`src/design/cvs_ram.sv`:
```
module cvs_ram #(
   parameter int WIDTH = 16,
   parameter int DEPTH = 64
) (
   input  logic                                       clock,
   input  logic                                       wr_en,
   input  logic [(DEPTH > 1 ? $clog2(DEPTH) : 1)-1:0] wr_addr,
   input  logic [WIDTH-1:0]                           wr_data,
   input  logic [(DEPTH > 1 ? $clog2(DEPTH) : 1)-1:0] rd_addr,
   output logic [WIDTH-1:0]                           rd_data
);

   logic [WIDTH-1:0] mem_ff [DEPTH];

   always_ff @(posedge clock) begin
      if (wr_en) begin
         mem_ff[wr_addr] <= wr_data;
      end
      rd_data <= mem_ff[rd_addr];
   end

endmodule

```
`config.mk`:
```
export PLATFORM = sky130hd
export DESIGN_NAME = cvs_ram
export DESIGN_NICKNAME = d
export VERILOG_FILES = /design/src/design/cvs_ram.sv
export SDC_FILE = /design/constraint.sdc
export NUM_CORES = 1
export LEC_CHECK = 0
export BUFFER_PORTS_ARGS = -buffer_cell sky130_fd_sc_hd__buf_2
export CAP_MARGIN = 30
export CELL_PAD_IN_SITES_DETAIL_PLACEMENT = 1
export CELL_PAD_IN_SITES_GLOBAL_PLACEMENT = 1
export CORE_ASPECT_RATIO = 2
export CORE_MARGIN = 1.5
export CORE_UTILIZATION = 50
export DETAILED_ROUTE_END_ITERATION = 10
export PLACE_DENSITY_LB_ADDON = 0.1
export SLEW_MARGIN = 20
export SYNTH_ARGS = -nofsm -noshare
export SYNTH_HDL_FRONTEND = slang
export SYNTH_SLANG_ARGS = --single-unit
```
`constraint.sdc`:
```
create_clock -name clock -period 3 [get_ports clock]
set_input_delay 0.6 -clock clock [delete_from_list [all_inputs] [get_ports clock]]
set_output_delay 0.6 -clock clock [all_outputs]
set_load 0.05 [all_outputs]
```
==> impl_metrics.py, run 1 <==
metrics = {
    "timing": {
        "timing.fmax_ghz": 0.4179,
        "rsz0062_at_grt": "no",
        "setup_tns_ps": 0,
        "hold_viol_final": 0,
        "finalSetupViolations": 0,
        "finClkSkew_ps": 24.48,
        "maxSlewViolCount": 0,
        "tightest_slew_ps": 902.3,
        "whs_ps": 208.1,
        "fin_crit_ps": 2393,
        "fin_crit_sh_pct": 79.76,
        "slew_headroom_pct": 39.85,
    },
    "logic_synthesis": {
        "ys_warn_count": 0,
        "synth_flop_cell": "edfxtp_1",
        "synth_fp_nets": 1859,
        "synth_top_area_share_pct": 76.79,
        "synth_seq_cells": 1040,
        "ys_top_cells_by_count": "1024 x edfxtp_1, 220 x mux4_2, 85 x mux2i_1",
        "synth_cell_types": 43,
        "yosysSeqAreaShare_pct": 77.59,
        "yosysMostFrequentCell": "edfxtp_1",
        "synthTopCellsByArea": "edfxtp_1 77%, mux4_2 12%, mux2i_1 2.1%",
        "syn_inst": 1829,
        "syn_area_um2": 40040,
        "async_flop_share_pct": 0,
        "syn_avg_cell_area_um2": 21.89,
        "synth_area_leader_cell": "edfxtp_1",
        "synth_edf_count": 1024,
    },
    "power_and_ir_drop": {
        "p_per_area_nw_per_um2": 643.7,
        "p_leak_nw": 14.61,
        "ir_worst_vdd_mv": 0.4366,
    },
    "setup_path": {
        "startpoint_type": "input port",
        "r2r_start": "mem_ff[23][0]$_DFFE_PP_",
        "rr_endpoint": "rd_data[0]$_DFF_P_",
        "cp-end-kind": "flip-flop",
        "cpPeakStageDelay_ps": 650,
        "critPathKind": "in2reg",
        "worst-path-buf-inv": 4,
        "reg2reg_slack_ps": 830,
        "crit_arrival_ps": 2920,
        "cpMaxStageDelayCell": "a22oi_1",
        "crit_chain": "buf_8 > buf_12 > buf_4 > buf_4 > mux4_2 > a22oi_1 > a311oi_1",
        "critical-path-top-delay-family": "buffers and inverters",
        "cp.required_ps": 3530,
        "cp_max_fo": 29,
        "crit_top_cell": "buf_4",
        "rr_worst_depth": 5,
    },
    "place": {
        "postPlaceCellArea_um2": 42710,
        "gp_congestion": 0.8160,
        "portBuffers": 45,
        "dpl.hpwl_mm": 70.00,
        "dp_cells": 3002,
    },
    "global_routing": {
        "grt_pass1_wl_mm": 154.1,
        "grt_max_degree": 65,
        "antenna_found_initial": 6,
        "grt_overflow": 0,
        "grt_pass1_vias": 21037,
        "grtUsageTotal_pct": 27.17,
    },
    "finish": {
        "layout-drive-gt1-share_pct": 29.75,
        "final_cell_count_no_fill": 3165,
        "post-route-util_pct": 57.49,
        "stdcell_area_um2": 45580,
        "area_growth_pct": 13.83,
        "multi_input_area_um2": 8257,
        "ff_latch_area_um2": 31070,
        "fillCellCount": 6713,
        "final_nets": 2086,
    },
    "clock_network": {
        "clk_pin_slew_ps": 70,
        "cts.path.max_buffers": 3,
        "clk_root_buffer_cell": "clkbuf_16",
        "htree_levels": 3,
        "cts_resized": 0,
        "clkSinkCount": 1040,
        "clk_latency_ps": 680,
        "cts_buffers": 87,
        "cts_tree": "done",
        "post-cts-setup-buffers": 0,
        "cts_hold_buf": 0,
    },
    "detailed_routing": {
        "routedWlPerCell_um": 33.83,
        "postRouteAntennaNets": 0,
        "via_per_inst": 6.077,
        "vias": 19233,
        "drtPass1Iterations": 5,
        "drt-total-wl_mm": 107.1,
        "drc": 0,
        "drt-initial-drc-count": 1391,
    },
    "job": {
        "drv_cap": 0,
    },
    "hold_path": {
        "hp-start": "wr_data[9]",
        "min_to": "mem_ff[4][9]$_DFFE_PP_",
        "min_path_type": "in2reg",
        "hold_path_depth": 1,
    },
    "die": {
        "boundaryPins": 46,
        "core_region_area_um2": 79280,
        "row_count": 146,
        "fp.dieW_um": 203.1,
        "dieArea_um2": 81890,
        "die_y_um": 403.2,
        "start_util_pct": 50.51,
    },
    "outcome": {
        "status": "complete, no violations",
    },
}
layer usage:
layer  share of wire (%)  track usage [%]
met4                 4.3            11.58
met5               0.023                0
met2                  56            50.35
met3                 4.2            3.297
met1                  36            31.50
report_power, final:
part	internal [mW]	leakage, nW	total [mW]	switching, mW
logic	0.640	3.89	1.77	1.13
clock network	6.28	1.37	11.4	5.15
registers	16.1	9.35	16.1	0.0623
total	23.0	14.6	29.3	6.35
flip-flops by register name, summed over array words and instances, names as in the netlist:
name,flops
rd_data,16
mem_ff,1024
stage by stage:
| stage | power, mW | setup slack (ps) |
|---|---|---|
| 2_1_floorplan | 17.36 | 365.2 |
| 4_1_cts | 29.56 | 586.9 |
| 3_5_place_dp | 18.25 | -134.3 |
| 3_3_place_gp | 18.20 | -95.83 |
| 5_1_grt | 30.03 | 589.1 |
| 6_report | 29.34 | 607.3 |
logic make-up after synthesis:
logic type	Yosys count	synth area share, %
muxes	336	15.52
DFF	1040	77.59
buffers and inverters	104	1.831
AOI/OAI and AO/OA	129	2.409
and+or+nand+nor	220	2.647
how the worst max path moves through the flow:
| stage | startpoint | end | slack (ps) | cells after the start |
|---|---|---|---|---|
| final | rd_addr[2] | rd_data[1]$_DFF_P_ | 610 | 7 |
| after global routing | rd_addr[2] | rd_data[1]$_DFF_P_ | 590 | 7 |
| after CTS | rd_addr[2] | rd_data[1]$_DFF_P_ | 590 | 7 |
| after detailed placement | rd_addr[2] | rd_data[1]$_DFF_P_ | -130 | 7 |
| after global placement | rd_addr[2] | rd_data[1]$_DFF_P_ | -100 | 7 |
| after floorplan | wr_addr[3] | mem_ff[48][0]$_DFFE_PP_ | 370 | 4 |
layout by cell type, fill, tap and decap left out, types with 30 or more instances in the layout:
cell type / count
a22oi_1: 39
buf_4: 166
nor2b_1: 30
mux2i_1: 85
edfxtp_1: 1024
clkbuf_16: 91
nor2_1: 69
mux4_2: 220
buf_2: 43
nand2_1: 59
cell type report:
class / count / share of cell area (%)
clock inverters: 48 / 0.9718
multi-input cells: 685 / 18.12
diodes: 1 / 0.005490
repair buffers: 242 / 4.631
well taps: 1036 / 2.844
flip-flops and latches: 1040 / 68.17
clock buffers: 113 / 5.265
(Power assumes the default switching activity.)
==> run 2: changes to the inputs <==
==> constraint.sdc (replaced) <==
create_clock -name clock -period 2.4 [get_ports clock]
set_input_delay 0.48 -clock clock [delete_from_list [all_inputs] [get_ports clock]]
set_output_delay 0.48 -clock clock [all_outputs]
set_load 0.05 [all_outputs]
==> run 2 against run 1 <==
Compared with the run above:
- wire length fell by 0.43%
- critical path depth increased by 2
- sequential cell count unchanged
- critical path type unchanged
- critical endpoint is now rd_data[13]$_DFF_P_
- largest cell class unchanged
- highest routed layer unchanged
==> impl_metrics.py, run 2 (synthesized netlist as in run 1, its figures left out) <==
metrics = {
    "timing": {
        "slew_headroom_pct": 42.67,
        "fin_crit_sh_pct": 84.32,
        "timing.fmax_ghz": 0.4942,
        "tightest_slew_ps": 859.9,
        "rsz0062_at_grt": "no",
        "finalSetupViolations": 0,
        "hold_viol_final": 0,
        "maxSlewViolCount": 0,
        "finClkSkew_ps": 28.20,
        "fin_crit_ps": 2024,
    },
    "detailed_routing": {
        "drtPass1Iterations": 5,
        "postRouteAntennaNets": 0,
        "vias": 19556,
        "routedWlPerCell_um": 32.92,
        "via_per_inst": 6.038,
        "drt-total-wl_mm": 106.6,
        "drc": 0,
        "drt-initial-drc-count": 1463,
    },
    "setup_path": {
        "cp.required_ps": 2940,
        "cpPeakStageDelay_ps": 510,
        "startpoint_type": "input port",
        "cpMaxStageDelayCell": "mux4_2",
        "crit_top_cell": "buf_4",
        "worst-path-buf-inv": 4,
        "crit_arrival_ps": 2570,
        "critical-path-top-delay-family": "buffers and inverters",
        "cp-end-kind": "flip-flop",
        "cp_max_fo": 22,
        "critPathKind": "in2reg",
        "crit_chain": "buf_8 > buf_12 > buf_4 > mux4_2 > mux2i_1 > buf_4 > nand3_1 > a31oi_1 > a311oi_1",
    },
    "die": {
        "boundaryPins": 46,
        "fp.dieW_um": 203.1,
        "die_y_um": 403.2,
        "dieArea_um2": 81890,
        "start_util_pct": 50.51,
        "core_region_area_um2": 79280,
        "row_count": 146,
    },
    "power_and_ir_drop": {
        "ir_worst_vdd_mv": 0.6244,
        "p_leak_nw": 15.07,
        "power_mw": 36.58,
        "p_per_area_nw_per_um2": 784.5,
    },
    "global_routing": {
        "grt_max_degree": 65,
        "grt_overflow": 0,
        "antenna_found_initial": 3,
        "grtUsageTotal_pct": 26.84,
        "grt_pass1_vias": 21244,
        "grt_pass1_wl_mm": 153.5,
    },
    "clock_network": {
        "clk_pin_slew_ps": 70,
        "cts_hold_buf": 0,
        "htree_levels": 3,
        "cts_resized": 0,
        "cts_buffers": 87,
        "clk_root_buffer_cell": "clkbuf_16",
        "cts_tree": "done",
        "clk_latency_ps": 690,
        "cts.path.max_buffers": 3,
        "post-cts-setup-buffers": 0,
        "clkSinkCount": 1040,
    },
    "finish": {
        "multi_input_area_um2": 8249,
        "top_register": "mem_ff",
        "final_nets": 2161,
        "fillCellCount": 6687,
        "final_common_cell": "edfxtp_1",
        "reg_top3": "mem_ff x1024, rd_data x16",
        "ff_latch_area_um2": 31070,
        "layout-drive-gt1-share_pct": 31.61,
        "area_growth_pct": 16.43,
        "post-route-util_pct": 58.81,
        "final_cell_mix": "1024 x edfxtp_1, 220 x mux4_2, 197 x buf_4, 87 x clkbuf_16, 85 x mux2i_1",
        "largest_register_ffs": 1024,
    },
    "hold_path": {
        "min_path_type": "in2reg",
    },
    "job": {
        "drv_cap": 0,
    },
    "place": {
        "dpl.hpwl_mm": 71.47,
        "gp_congestion": 0.8131,
        "portBuffers": 45,
    },
    "outcome": {
        "status": "complete, no violations",
    },
}
[run 2: changes by cell type in the layout (fill, tap and decap cells not counted)]
cell,delta
nor2_1,+3
clkbuf_1,+1
clkinvlp_4,-1
clkbuf_16,-4
buf_12,+46
clkinv_8,+4
clkinv_2,-6
buf_2,-1
nor2_2,-3
buf_16,-1
clkbuf_8,-2
buf_4,+31
clkinv_1,+7
[run 2: area by class of cell]
type | count | share of cell area (%)
Sequential cell | 1040 | 66.64
Multi-Input combinational cell | 685 | 17.69
Timing Repair Buffer | 317 | 6.932
Clock buffer | 108 | 4.882
Tap cell | 1036 | 2.780
Clock inverter | 52 | 1.065
Antenna cell | 1 | 0.005367
[run 2: worst reg2reg max path, cell delays in order, from the launching register on]
cell and delay [ps]:
edfxtp_1 370, mux4_2 470, nor2b_1 150, a211o_1 380
a31oi_1 250, buf_4 180, a311oi_1 60
[run 2: worst paths after layout]
check                               start                 endpoint  slack [ps]  cells past startpoint
setup / recovery               rd_addr[0]      rd_data[13]$_DFF_P_         380                      9
hold / removal                wr_data[10]  mem_ff[0][10]$_DFFE_PP_          60                      1
setup reg to reg  mem_ff[11][1]$_DFFE_PP_       rd_data[1]$_DFF_P_         410                      6
hold reg to reg   mem_ff[19][2]$_DFFE_PP_       rd_data[2]$_DFF_P_         860                      4
[run 2: metrics by stage]
step / setup TNS [ps] / std cells / area (um2) / setup WS [ps] / hold slack, ps
after floorplan: -4394 / 1829 / 40050 / -37.80 / 578.9
after global placement: -2835 / 3078 / 43850 / -292.1 / 746.0
after detailed placement: -3388 / 3078 / 43850 / -317.9 / 753.3
after CTS: 0 / 3238 / 46620 / 398.7 / 5.289
after global routing: 0 / 3238 / 46620 / 369.5 / 44.92
final: 0 / 3239 / 46620 / 376.4 / 55.81
[run 2: where the power goes]
| part | switching [mW] | internal (mW) | leakage, nW |
|---|---|---|---|
| Clock | 6.51 | 7.55 | 1.33 |
| Sequential | 0.0606 | 20.1 | 9.35 |
| Combinational | 1.43 | 0.928 | 4.39 |
[run 2: metal layers]
| layer | wire length [um] | track usage, % | vias to the layer above |
|---|---|---|---|
| met5 | 28 | 0 | - |
| met4 | 4775 | 11.97 | 4 |
| met3 | 4126 | 3.281 | 169 |
| met2 | 58940 | 49.33 | 536 |
| met1 | 38750 | 31.27 | 10580 |
| li1 | - | - | 8267 |
==> run 3: changes to the inputs <==
==> constraint.sdc (replaced) <==
create_clock -name clock -period 2 [get_ports clock]
set_input_delay 0.4 -clock clock [delete_from_list [all_inputs] [get_ports clock]]
set_output_delay 0.4 -clock clock [all_outputs]
set_load 0.05 [all_outputs]
==> run 3 against run 2 <==
Compared with the run above:
- sequential power is 20% higher
- combinational power is 24% higher
- count of clock-buffer cells in the layout is 2 higher
- first-iteration DRC count is 3.3% higher
- largest cell class unchanged
- largest power group unchanged
- highest routed layer is now met4
==> impl_metrics.py, run 3 (synthesized netlist as in run 1, its figures left out) <==
metrics = {
    "timing": {
        "hold_viol_final": 0,
        "setup_slack_ps": 7.113,
        "tightest_slew_ps": 972.3,
        "finalSetupViolations": 0,
        "timing.fmax_ghz": 0.5018,
        "maxSlewViolCount": 0,
        "fin_crit_ps": 1993,
        "slew_headroom_pct": 35.18,
        "finClkSkew_ps": 20.83,
        "fin_crit_sh_pct": 99.64,
    },
    "place": {
        "gp_congestion": 0.8507,
        "portBuffers": 45,
        "place_ws_ps": -776.0,
        "dpl.hpwl_mm": 71.26,
    },
    "setup_path": {
        "cpMaxStageDelayCell": "mux4_2",
        "cp.required_ps": 2560,
        "r2r_start": "mem_ff[15][10]$_DFFE_PP_",
        "crit_chain": "mux4_2 > mux2_4 > nand2_4 > nand4_1 > and4_1",
        "startpoint_type": "flip-flop",
        "cp_max_fo": 1,
        "critPathKind": "reg2reg",
        "cpPeakStageDelay_ps": 500,
        "cp-end-kind": "flip-flop",
        "crit_arrival_ps": 2550,
        "startpoint": "mem_ff[15][10]$_DFFE_PP_",
    },
    "die": {
        "start_util_pct": 50.51,
        "die_y_um": 403.2,
        "core_region_area_um2": 79280,
        "boundaryPins": 46,
        "fp.dieW_um": 203.1,
        "row_count": 146,
        "dieArea_um2": 81890,
    },
    "finish": {
        "largest_register_ffs": 1024,
        "reg_top3": "mem_ff x1024, rd_data x16",
        "final_cell_mix": "1024 x edfxtp_1, 220 x mux4_2, 193 x buf_4, 95 x buf_12, 93 x clkbuf_16",
        "post-route-util_pct": 59.82,
        "layout-drive-gt1-share_pct": 34.71,
        "final_common_cell": "edfxtp_1",
        "area_growth_pct": 18.45,
        "final_nets": 2180,
        "top_register": "mem_ff",
    },
    "power_and_ir_drop": {
        "power_mw": 45.10,
        "p_per_area_nw_per_um2": 951.0,
        "ir_worst_vdd_mv": 0.7984,
        "p_leak_nw": 15.36,
    },
    "detailed_routing": {
        "drtPass1Iterations": 4,
        "drt-total-wl_mm": 108.1,
        "via_per_inst": 6.053,
        "routedWlPerCell_um": 33.14,
        "postRouteAntennaNets": 0,
        "drt-initial-drc-count": 1511,
        "vias": 19740,
        "drc": 0,
    },
    "hold_path": {
        "hp-start": "wr_data[15]",
        "min_path_type": "in2reg",
    },
    "clock_network": {
        "htree_levels": 3,
        "clk_pin_slew_ps": 70,
        "cts.path.max_buffers": 3,
        "clk_latency_ps": 680,
        "cts_tree": "done",
        "clk_root_buffer_cell": "clkbuf_16",
        "cts_buffers": 90,
        "clkSinkCount": 1040,
    },
    "global_routing": {
        "grt_max_degree": 65,
        "grt_pass1_wl_mm": 155.2,
        "grt_pass1_vias": 21648,
        "grt_overflow": 0,
        "grtUsageTotal_pct": 27.28,
        "antenna_found_initial": 0,
    },
    "outcome": {
        "status": "complete, no violations",
    },
    "job": {
        "drv_cap": 0,
    },
}
-- run 3: changes by cell type in the layout (fill, tap and decap cells not counted), moves of 5 or more --
cell,previous run,this run
nor2_2,2,29
clkinv_2,10,16
nor2_1,72,44
clkbuf_16,87,93
a221oi_2,0,7
bufinv_16,7,12
buf_12,75,95
a221oi_1,16,8
-- run 3: timing repair --
action | 4_1_cts | 5_1_grt
gates resized for setup | 16 | 11
pin swaps | 6 | 6
hold buffers | 0 | 0
endpoints found under the setup margin | 8 | 8
setup buffers | 0 | 0
-- run 3: worst max-delay path: cells and delay by family (launching register included) --
kind / cells / cell delay [ps]
AND/OR/NAND/NOR: 3 / 690
multiplexers: 2 / 810
flip-flops: 1 / 380
-- run 3: final cells by class --
| class | count | area [um2] |
|---|---|---|
| diodes | 1 | 2.502 |
| flip-flops and latches | 1040 | 31070 |
| well taps | 1036 | 1296 |
| repair buffers | 333 | 3602 |
| clock buffers | 110 | 2391 |
| multi-input cells | 685 | 8458 |
| fillers | 6644 | 31850 |
| clock inverters | 56 | 608.1 |
-- run 3: final timing paths --
kind                              endpoint  slack (ps)  cells after the start
setup reg to reg       rd_data[10]$_DFF_P_           7                      5
setup / recovery       rd_data[10]$_DFF_P_           7                      5
hold / removal    mem_ff[52][15]$_DFFE_PP_         230                      1
hold reg to reg         rd_data[5]$_DFF_P_         900                      4
-- run 3: layer usage --
metal	track usage [%]	wire length [um]
met1	30.75	38630
met2	50.75	60140
met3	3.249	3764
met4	13.26	5538
met5	0	0
-- run 3: per-stage QoR --
stage               hold slack [ps]  area [um2]  cells  TNS (ps)
finish                        229.4       47430   3261         0
global route                  221.3       47430   3260    -1.835
CTS                           210.4       47370   3260    -77.95
detailed placement            872.1       44290   3094    -12840
global placement              878.0       44290   3094     -9526
floorplan                     498.9       40130   1829    -98640
-- run 3: power breakdown --
group	switching, mW	internal (mW)
clock	7.89	10.1
sequential	0.0830	24.1
combinational	1.78	1.14
